### src/design/smx_pkg.sv
`timescale 1ns / 1ps
`default_nettype none

package smx_pkg;

	// Data word width and default stack size
	localparam int DATA_W          = 32;
	localparam int STACK_DEPTH_DEF = 256;

	// Instruction codes
	typedef enum logic [3:0] {
		OP_HALT = 4'd0,
		OP_NOP  = 4'd1,
		OP_PUSH = 4'd2,
		OP_POP  = 4'd3,
		OP_ADD  = 4'd4,
		OP_SUB  = 4'd5,
		OP_MUL  = 4'd6,
		OP_DIV  = 4'd7,
		OP_MOD  = 4'd8,
		OP_AND  = 4'd9,
		OP_OR   = 4'd10,
		OP_NOT  = 4'd11
	} op_t;

	// Completion status codes
	typedef enum logic [2:0] {
		ST_OK        = 3'd0,
		ST_OVERFLOW  = 3'd1,
		ST_UNDERFLOW = 3'd2,
		ST_DIVZERO   = 3'd3,
		ST_HALTED    = 3'd4
	} status_t;

	// Divider control from the sequencer
	typedef struct packed {
		logic start;
		logic want_rem;
	} div_req_t;

endpackage

`default_nettype wire

### src/design/smx_divider.sv
`timescale 1ns / 1ps
`default_nettype none

// Signed truncating divide / remainder, restoring, one quotient bit per cycle.
// The result registers together with a one-cycle done pulse after the last step.
module smx_divider (
	input  wire logic                        clk,
	input  wire logic                        arst_n,
	input  wire smx_pkg::div_req_t           req,
	input  wire logic [smx_pkg::DATA_W-1:0]  dividend,
	input  wire logic [smx_pkg::DATA_W-1:0]  divisor,
	output logic                             done,
	output logic [smx_pkg::DATA_W-1:0]       result
);

	localparam int W   = smx_pkg::DATA_W;
	localparam int CW  = $clog2(W + 1);

	logic          busy_q;
	logic          done_q;
	logic [CW-1:0] cnt_q;
	logic          want_rem_q;
	logic          neg_num_q;
	logic          neg_den_q;
	logic [W-1:0]  rem_q;
	logic [W-1:0]  quo_q;
	logic [W-1:0]  den_q;
	logic [W-1:0]  result_q;

	logic [W:0]    shifted;
	logic [W:0]    diff;
	logic [W-1:0]  mag_num;
	logic [W-1:0]  mag_den;
	logic [W-1:0]  fix_rem;
	logic [W-1:0]  fix_quo;

	// Operand magnitudes and one restoring step
	always_comb begin
		mag_num = dividend[W-1] ? (~dividend + 1'b1) : dividend;
		mag_den = divisor[W-1] ? (~divisor + 1'b1) : divisor;
		shifted = {rem_q, quo_q[W-1]};
		diff    = shifted - {1'b0, den_q};
		fix_rem = neg_num_q ? (~rem_q + 1'b1) : rem_q;
		fix_quo = (neg_num_q ^ neg_den_q) ? (~quo_q + 1'b1) : quo_q;
	end

	// Iteration control
	always_ff @(posedge clk or negedge arst_n) begin
		if (!arst_n) begin
			busy_q <= 1'b0;
			done_q <= 1'b0;
			cnt_q  <= '0;
		end else begin
			done_q <= 1'b0;
			if (req.start) begin
				busy_q <= 1'b1;
				cnt_q  <= CW'(W);
			end else if (busy_q) begin
				if (cnt_q != '0) begin
					cnt_q <= cnt_q - 1'b1;
				end else begin
					busy_q <= 1'b0;
					done_q <= 1'b1;
				end
			end
		end
	end

	// Datapath registers
	always_ff @(posedge clk) begin
		if (req.start) begin
			want_rem_q <= req.want_rem;
			neg_num_q  <= dividend[W-1];
			neg_den_q  <= divisor[W-1];
			rem_q      <= '0;
			quo_q      <= mag_num;
			den_q      <= mag_den;
		end else if (busy_q) begin
			if (cnt_q != '0) begin
				if (!diff[W]) begin
					rem_q <= diff[W-1:0];
					quo_q <= {quo_q[W-2:0], 1'b1};
				end else begin
					rem_q <= shifted[W-1:0];
					quo_q <= {quo_q[W-2:0], 1'b0};
				end
			end else begin
				result_q <= want_rem_q ? fix_rem : fix_quo;
			end
		end
	end

	assign done   = done_q;
	assign result = result_q;

	// Checks
	a_no_start_busy: assert property (@(posedge clk) disable iff (!arst_n)
		req.start |-> !busy_q) else $error("divider started while busy");
	a_done_after_busy: assert property (@(posedge clk) disable iff (!arst_n)
		done_q |-> !busy_q && $past(busy_q)) else $error("done without iteration");
	a_cnt_idle: assert property (@(posedge clk) disable iff (!arst_n)
		!busy_q |-> cnt_q == '0) else $error("step count left over");

endmodule

`default_nettype wire

### config.mk
export PLATFORM = sky130hd
export DESIGN_NAME = smx_divider
export DESIGN_NICKNAME = d
export VERILOG_FILES = /design/src/design/smx_pkg.sv /design/src/design/smx_divider.sv
export SDC_FILE = /design/constraint.sdc
export NUM_CORES = 1
export LEC_CHECK = 0
export BUFFER_PORTS_ARGS = -buffer_cell sky130_fd_sc_hd__buf_2
export CORE_ASPECT_RATIO = 2
export CORE_MARGIN = 8
export CORE_UTILIZATION = 60
export DETAILED_ROUTE_END_ITERATION = 10
export PLACE_DENSITY_LB_ADDON = 0.3
export SLEW_MARGIN = 10
export SYNTH_ARGS = -nofsm -noshare
export SYNTH_HDL_FRONTEND = slang
export SYNTH_SLANG_ARGS = --single-unit
### constraint.sdc
create_clock -name clk -period 4.4 [get_ports clk]
set_clock_uncertainty 0.15 [all_clocks]
set_input_delay 0 -clock clk [delete_from_list [all_inputs] [get_ports clk]]
set_output_delay 0 -clock clk [all_outputs]
set_load 0.005 [all_outputs]
## Word level (Yosys, flattened, before mapping)

Index checks and enable logic that the tools add are counted.

- Register bits: 139
- Input bits: 68
- Output and inout bits: 33
- Word-level logic and storage cells: 49

- $add $sub $neg: 6
- Mux-type cells: 19
- Bitwise logic cells: 7
- Reduce and logical (&&, ||, !) cells: 6

Operators by type and width:

| operator | number |
|---|---|
| $mux 32 | 8 |
| $add 32x1->32 const B | 4 |
| $not 32->32 | 4 |
| $sub 33x32->33 | 1 |
| $mux 31 | 1 |
| $mux 6 | 3 |
| $mux 1 | 7 |
| $reduce_bool 6->1 | 1 |
| $sub 6x1->6 const B | 1 |
| $reduce_and 2->1 | 2 |
| $reduce_bool 2->1 | 2 |
| $reduce_and 3->1 | 1 |
| $not 1->1 | 2 |
| $xor 1x1->1 | 1 |

## Depth between registers and ports, before layout

Gate-level depths: netlist of the first run.

- Depth after elaboration: 5
- Gate-level depth with buffers: 13
- Mapped depth without buffers: 12

## Worst setup path before layout of the first run

Ideal clock, no wire load.

- Kind: register to register
- From: register cnt_q[2]
- To: register result_q[0] (netlist: result[0]), enable pin
- Library setup time: 0.468 ns
- Data arrival time: 3.253 ns
- Data required time: 3.782 ns
- Setup slack: 0.529 ns
- Stages on the path, launching flop included: 4
- Path buffers: 0
- Period minus slack after synthesis: 3.871 ns
- Path through: dfrtp_1 nor4_1 nand2_1 nor3b_1

- Word-level cells in the longest chain between the ends: 3

Ends and longest elaborated chain:

| element | line | RTL |
|---|---|---|
| start: declaration | smx_divider.sv:21 | `logic [CW-1:0] cnt_q;` |
| start signal: assignment | smx_divider.sv:57 | `cnt_q <= CW'(W);` |
| start signal: assignment | smx_divider.sv:60 | `cnt_q <= cnt_q - 1'b1;` |
| $reduce_bool 6->1 | smx_divider.sv:79 | `if (cnt_q != '0) begin` |
| $not 1->1 (no line) | -- |  |
| $reduce_and 3->1 (no line) | -- |  |
| end signal: assignment | smx_divider.sv:88 | `result_q <= want_rem_q ? fix_rem : fix_quo;` |
| end: declaration | smx_divider.sv:28 | `logic [W-1:0] result_q;` |

No other way between the ends.
A chain may end at the register's enable or synchronous reset.

## Worst setup path in the final report of the first run

- From: register quo_q[31]
- To: register rem_q[1]

- Word-level cells in the longest chain between the ends: 2

Ends and longest elaborated chain:

| element | line | RTL |
|---|---|---|
| start: declaration | smx_divider.sv:26 | `logic [W-1:0] quo_q;` |
| start signal: assignment | smx_divider.sv:76 | `quo_q <= mag_num;` |
| start signal: assignment | smx_divider.sv:82 | `quo_q <= {quo_q[W-2:0], 1'b1};` |
| start signal: assignment | smx_divider.sv:85 | `quo_q <= {quo_q[W-2:0], 1'b0};` |
| $sub 33x32->33 | smx_divider.sv:42 | `diff = shifted - {1'b0, den_q};` |
| $mux 32 | smx_divider.sv:80 | `if (!diff[W]) begin` |
| end signal: assignment | smx_divider.sv:81 | `rem_q <= diff[W-1:0];` |
| end signal: assignment | smx_divider.sv:84 | `rem_q <= shifted[W-1:0];` |
| end: declaration | smx_divider.sv:25 | `logic [W-1:0] rem_q;` |

No other way between the ends.

==> results of run 1 <==
-- report_power, final --
part	switching [uW]	total, uW	internal, uW
Combinational	664	1160	494
Sequential	133	1750	1620
Clock	538	1420	879
-- flip-flops by register name, indices dropped and copies added (netlist names) --
name / cells
den_q: 32
quo_q: 32
rem_q: 32
result: 32
cnt_q: 6
busy_q: 1
done: 1
neg_den_q: 1
neg_num_q: 1
want_rem_q: 1
-- critical path, cell delays in order (launching register included) --
cell and delay, ns:
edfxtp_1 0.32, inv_1 0.07, ha_1 0.23, fa_1 0.40, nand2b_1 0.18, a211o_1 0.31
a211oi_1 0.36, o21a_1 0.27, nor3_1 0.10, or3_1 0.40, o211ai_1 0.25, buf_12 0.31
mux2_2 0.36, o22ai_1 0.10
-- through the flow --
step | instances | utilization (%) | hold WS (ns)
floorplan | 1054 | - | -0.446
global placement | 1319 | 65.4 | -0.305
detailed placement | 1319 | 65.4 | -0.302
CTS | 1441 | 74.8 | 0.0675
global route | 1442 | 74.8 | 0.0643
finish | 1442 | 74.8 | 0.0671
-- synthesized netlist by cell type (all sizes together), types with 5 or more instances --
| cell | instances | area share, % |
|---|---|---|
| o31ai | 34 | 3.0 |
| edfxtp | 99 | 31 |
| nand2b | 14 | 0.91 |
| nand3 | 14 | 0.73 |
| nor2 | 102 | 4.0 |
| a21o | 9 | 0.70 |
| nand3b | 7 | 0.55 |
| nor4 | 10 | 0.65 |
| a31oi | 5 | 0.33 |
| nor3 | 16 | 0.84 |
| or4 | 15 | 1.3 |
| xnor2 | 59 | 5.4 |
| dfxtp | 32 | 6.7 |
| o41ai | 16 | 1.5 |
| or3 | 26 | 1.9 |
| ha | 38 | 5.0 |
| inv | 49 | 1.9 |
| nand2 | 90 | 3.5 |
| or2 | 6 | 0.39 |
| xor2 | 88 | 8.0 |
| mux2i | 31 | 3.2 |
| clkbuf | 44 | 1.7 |
| a32oi | 10 | 0.91 |
| a21oi | 99 | 5.2 |
| o21ai | 77 | 4.0 |
| dfrtp | 8 | 2.1 |
| nor2b | 6 | 0.39 |
-- kinds of logic after synthesis --
logic type,count (synthesis)
adder cells (fa/ha/maj),39
buffers and inverters,96
AO/OA/AOI/OAI,279
XOR/XNOR,147
AND/OR/NAND/NOR,322
flip-flops,139
multiplexers,32
-- metal layers --
metal,routed length [um],GRT usage [%],vias to the layer above,share of wire (%)
met5,0,0,-,0
met4,1160,14.2,0,4.5
met3,1200,4.74,87,4.7
met2,13500,45.6,265,53
met1,9630,26.6,4049,38
li1,-,-,4177,-
-- cell type report --
cell class	instances	share of cell area (%)
clock inverter	10	1.07
multi-input combinational	819	46.1
tap	201	2.14
sequential	139	32.5
antenna	1	0.0213
clock buffer	21	3.75
timing repair buffer	202	12.8
inverter	49	1.57
-- worst min-delay path by stage --
stage,from,slack (ns),end,cells after the start
floorplan,arst_n,-0.45,busy_q,0
global placement,arst_n,-0.30,done,1
detailed placement,arst_n,-0.30,done,1
CTS,divisor[31],0.07,neg_den_q,1
global route,divisor[31],0.06,neg_den_q,1
finish,divisor[31],0.07,neg_den_q,1
-- timing repair --
action	CTS	global route
hold buffers	91	0
hold endpoints to repair	110	0
setup buffers	0	0
==> impl_metrics.toml, run 1 <==
[floorplan]
die_area_um2 = 20500
start_util_pct = 61.1
ioPinCount = 101
fp-row-count = 65
core_area_um2 = 15700
die_w_um = 105
fp.dieH_um = 195

[final_layout]
seqCellArea_um2 = 3810
synthToLayoutAreaGrowth_pct = 22.5
final_cell_mix = "nor2_1, edfxtp_1, buf_2, a21oi_1, dlygate4sd3_1"
drive_gt1_share_pct = 12.7
nets = 1335
fillCellCount = 1095
final_area_um2 = 11700
final_common_cell = "nor2_1"
multiInputGateArea_um2 = 5420

[clocking]
cts_tree = "done"
numClockSinks = 139
cts_root_buffer = "clkbuf_16"
clkTransAtPathRegs_ns = 0.06
clock_latency_ns = 0.43
ctsResizeCount = 0
numCtsBuffers = 17
cts_buffer_depth = 2
cts_max_level = 4

[yosys]
syn_inst = 1054
yosys_warnings = 0
synth_nets = 1161
synth_mux_area_share_pct = 3.35
synthAdderAreaFrac_pct = 5.17
synth-compound-area-share_pct = 18.1
synth_edf_count = 99
syn-cell-area_um2 = 9590
synth-main-ff-cell = "edfxtp_1"
postSynth.asyncResetShare_pct = 5.76
synth_xor_area_share_pct = 13.4
yosysSeqAreaShare_pct = 39.8
synthSimpleGateAreaFrac_pct = 16.4
postSynthAreaPerCell_um2 = 9.09
synth_top_family_by_area = "compound AO/OA/AOI/OAI gates"
synth_cell_types = 61
yosys_register_bits = 139

[drt]
via_per_inst = 5.95
wl_mm = 25.5
wl_per_cell_um = 17.7
drc = 0
drt_iter0_markers = 461
vias = 8578
firstDrtPassIters = 4
ant_nets = 0

[sta]
final.period_utilization_pct = 89.1
setup_tns_ns = 0
worst_slew_pin_slew_ns = 0.732
min_period_ns = 3.92
clock.fmax_mhz = 255
drv_slew = 0
setup_viol = 0
relSlewSlack_pct = 51.2
rsz0062_at_grt = "false"
finalHoldViolCount = 0
timing.final.ws_setup_ns = 0.479

[global_routing]
grt_max_degree = 68
grt_usage_pct = 25.3
overflow = 0
grt_pass1_wl_mm = 42.4
grt_pass1_vias = 8822
antenna_found_initial = 1

[setup_path]
reg2regPathDepth = 13
crit_path_end = "rem_q[1]"
worstSetupPathType = "reg2reg"
worstSetupStartpointType = "flop"
end_kind = "flop"
r2r_start = "quo_q[31]"
path_max_fanout = 42
startpoint = "quo_q[31]"
r2r_end = "rem_q[1]"
crit_required_ns = 4.60
cp.arrival_ns = 4.12
timing.reg2reg.setup_slack_ns = 0.48

[power]
leakage_uw = 0.00492
irDropWorstVdd_v = 0.000276
power_uw = 4330
p_per_area_nw_per_um2 = 369

[flow_run]
maxCapViolCount = 0

[place]
place_ws_ns = 0.518
dp.final_hpwl_mm = 17.5
place_area_um2 = 10300
gp_congestion = 0.912
port_buffers = 100

[run_status]
outcome = "complete, no violations"

[worst_hold_path]
min_path_type = "in2reg"
(Power assumes the default switching activity.)
==> run 2: changes to the inputs <==
--- a/config.mk
+++ b/config.mk
@@ -9,5 +9,5 @@
 export CORE_ASPECT_RATIO = 2
 export CORE_MARGIN = 8
-export CORE_UTILIZATION = 60
+export CORE_UTILIZATION = 54
 export DETAILED_ROUTE_END_ITERATION = 10
 export PLACE_DENSITY_LB_ADDON = 0.3
==> constraint.sdc (replaced) <==
create_clock -name clk -period 3.3 [get_ports clk]
set_clock_uncertainty 0.15 [all_clocks]
set_input_delay 0.165 -clock clk [delete_from_list [all_inputs] [get_ports clk]]
set_output_delay 0.165 -clock clk [all_outputs]
set_load 0.005 [all_outputs]
==> run 2 against run 1 <==
The run now ends with negative setup slack left. Sequential power increased by 34%. Flip-flop and latch count stayed put. Clock power grew 55%. Critical endpoint is now rem_q[19]. Critical path depth up 1. Design area is 2.6% higher. Largest cell class unchanged. Maximum frequency rose by 14%. Count of clock-buffer cells in the layout fell by 2. Wire length is 4.4% higher. Sequential share of layout area decreased by 0.82 points.
==> impl_metrics.toml, run 2 (same netlist as run 1, synthesis figures left out) <==
[floorplan]
core_area_um2 = 17600
die_area_um2 = 22500
die_w_um = 110
start_util_pct = 54.4
fp.dieH_um = 204
fp-row-count = 69
ioPinCount = 101

[setup_path]
end_kind = "flop"
worstSetupStartpointType = "flop"
worstSetupPathType = "reg2reg"
path_max_fanout = 8
cp.arrival_ns = 3.58
crit_required_ns = 3.45

[sta]
drv_slew = 0
worst_slew_pin_slew_ns = 0.715
setup_viol = 26
hold_ws_ns = 0.00850
clock.fmax_mhz = 292
timing.final.ws_setup_ns = -0.131
finalHoldViolCount = 0
relSlewSlack_pct = 52.3
rsz0062_at_grt = "true"
final.period_utilization_pct = 104
min_period_ns = 3.43

[run_status]
outcome = "complete, but fails checks"
violations = "negative setup slack"

[clocking]
numClockSinks = 139
cts_tree = "done"
clock_latency_ns = 0.43
clkTransAtPathRegs_ns = 0.07
numCtsBuffers = 17
cts_buffer_depth = 2
cts_max_level = 4
cts_root_buffer = "clkbuf_16"

[drt]
via_per_inst = 5.95
wl_mm = 26.6
drc = 0
firstDrtPassIters = 7
drt_iter0_markers = 448
ant_nets = 0
vias = 8703
wl_per_cell_um = 18.2

[final_layout]
final_cell_mix = "nor2_1, edfxtp_1, buf_2, a21oi_1, nand2_1"
fillCellCount = 1398
drive_gt1_share_pct = 20.3
multiInputGateArea_um2 = 5580
final_common_cell = "nor2_1"
synthToLayoutAreaGrowth_pct = 25.7
n_antenna_cell = 0
final_cells = 1463
nets = 1344
seqCellArea_um2 = 3810

[global_routing]
antenna_found_initial = 0
grt_max_degree = 59
overflow = 0
grt_pass1_vias = 8786
grt_usage_pct = 23.6
grt_pass1_wl_mm = 42.0

[power]
p_per_area_nw_per_um2 = 508
seqPwrFrac_pct = 38.3
p_clk_share_pct = 35.9
irDropWorstVdd_v = 0.000450
pwr-share-comb_pct = 25.8
leakage_uw = 0.00515
p_sw_share_pct = 30.6
internal_power_uw = 4250
switchingPower_uw = 1870

[place]
place_ws_ns = -0.106
dp.final_hpwl_mm = 19.0
gp_congestion = 0.902
port_buffers = 100
place_inst = 1375

[flow_run]
maxCapViolCount = 0

[worst_hold_path]
min_path_type = "in2reg"
run 2: critical path, stage by stage, from the launching register on:
cell and delay [ns]:
edfxtp_1 0.37, ha_2 0.20, fa_2 0.34, nand2b_4 0.15, a211o_1 0.29, a211oi_2 0.27, o21a_1 0.19, nor3_2 0.06
or3_1 0.41, o211ai_1 0.15, clkbuf_16 0.23, buf_8 0.12, buf_4 0.11, mux2i_1 0.19, o21ai_0 0.08
run 2: through the flow:
step           TNS (ns)  cell area [um2]  power, uW  utilization, %
5_1_grt           -5.58            12000       6400            68.4
3_5_place_dp      -1.20            10700       3860            60.5
4_1_cts           -1.52            11800       6110            67.1
3_3_place_gp    -0.0219            10700       3810            60.5
2_1_floorplan         0             9600       3360               -
6_report         -0.956            12000       6130            68.4
run 2: final timing paths:
| kind | start | to | slack [ns] | cells past startpoint |
|---|---|---|---|---|
| worst max-delay path | den_q[0] | rem_q[19] | -0.13 | 14 |
| worst min-delay path | dividend[3] | quo_q[3] | 0.009 | 3 |
| worst max register to register | den_q[0] | rem_q[19] | -0.13 | 14 |
| worst min register to register | cnt_q[0] | cnt_q[0] | 0.39 | 1 |
| max in group asynchronous | arst_n | cnt_q[4] | 2.19 | 3 |
| min in group asynchronous | arst_n | busy_q | 0.55 | 3 |
run 2: repair_timing:
item	CTS	global route
hold buffers	35	0
setup endpoints to repair	28	44
resized for setup	11	31
endpoints found under the hold margin	41	0
setup buffers	14	9
pin swaps	12	20
gates cloned	0	1
run 2: cell type report:
cell class / instances / area share, %
clock buffers: 19 / 3.59
clock inverters: 13 / 1.97
inverters: 49 / 1.53
multi-input cells: 819 / 46.3
flip-flops and latches: 139 / 31.7
well taps: 213 / 2.21
repair buffers: 211 / 12.7
run 2: routing by layer:
metal	GRT usage [%]	vias to the layer above	share of wire, %
met4	11.8	0	4.8
met1	24.4	4174	36
li1	-	4182	-
met2	44.1	257	55
met5	0	-	0
met3	3.38	90	3.8
run 2: power by group through the flow:
stage,sequential [uW],combinational (uW),clock [uW]
floorplan,2320,1040,0
global placement,2370,1440,0
detailed placement,2370,1490,0
CTS,2340,1550,2210
global route,2370,1750,2280
finish,2350,1580,2200
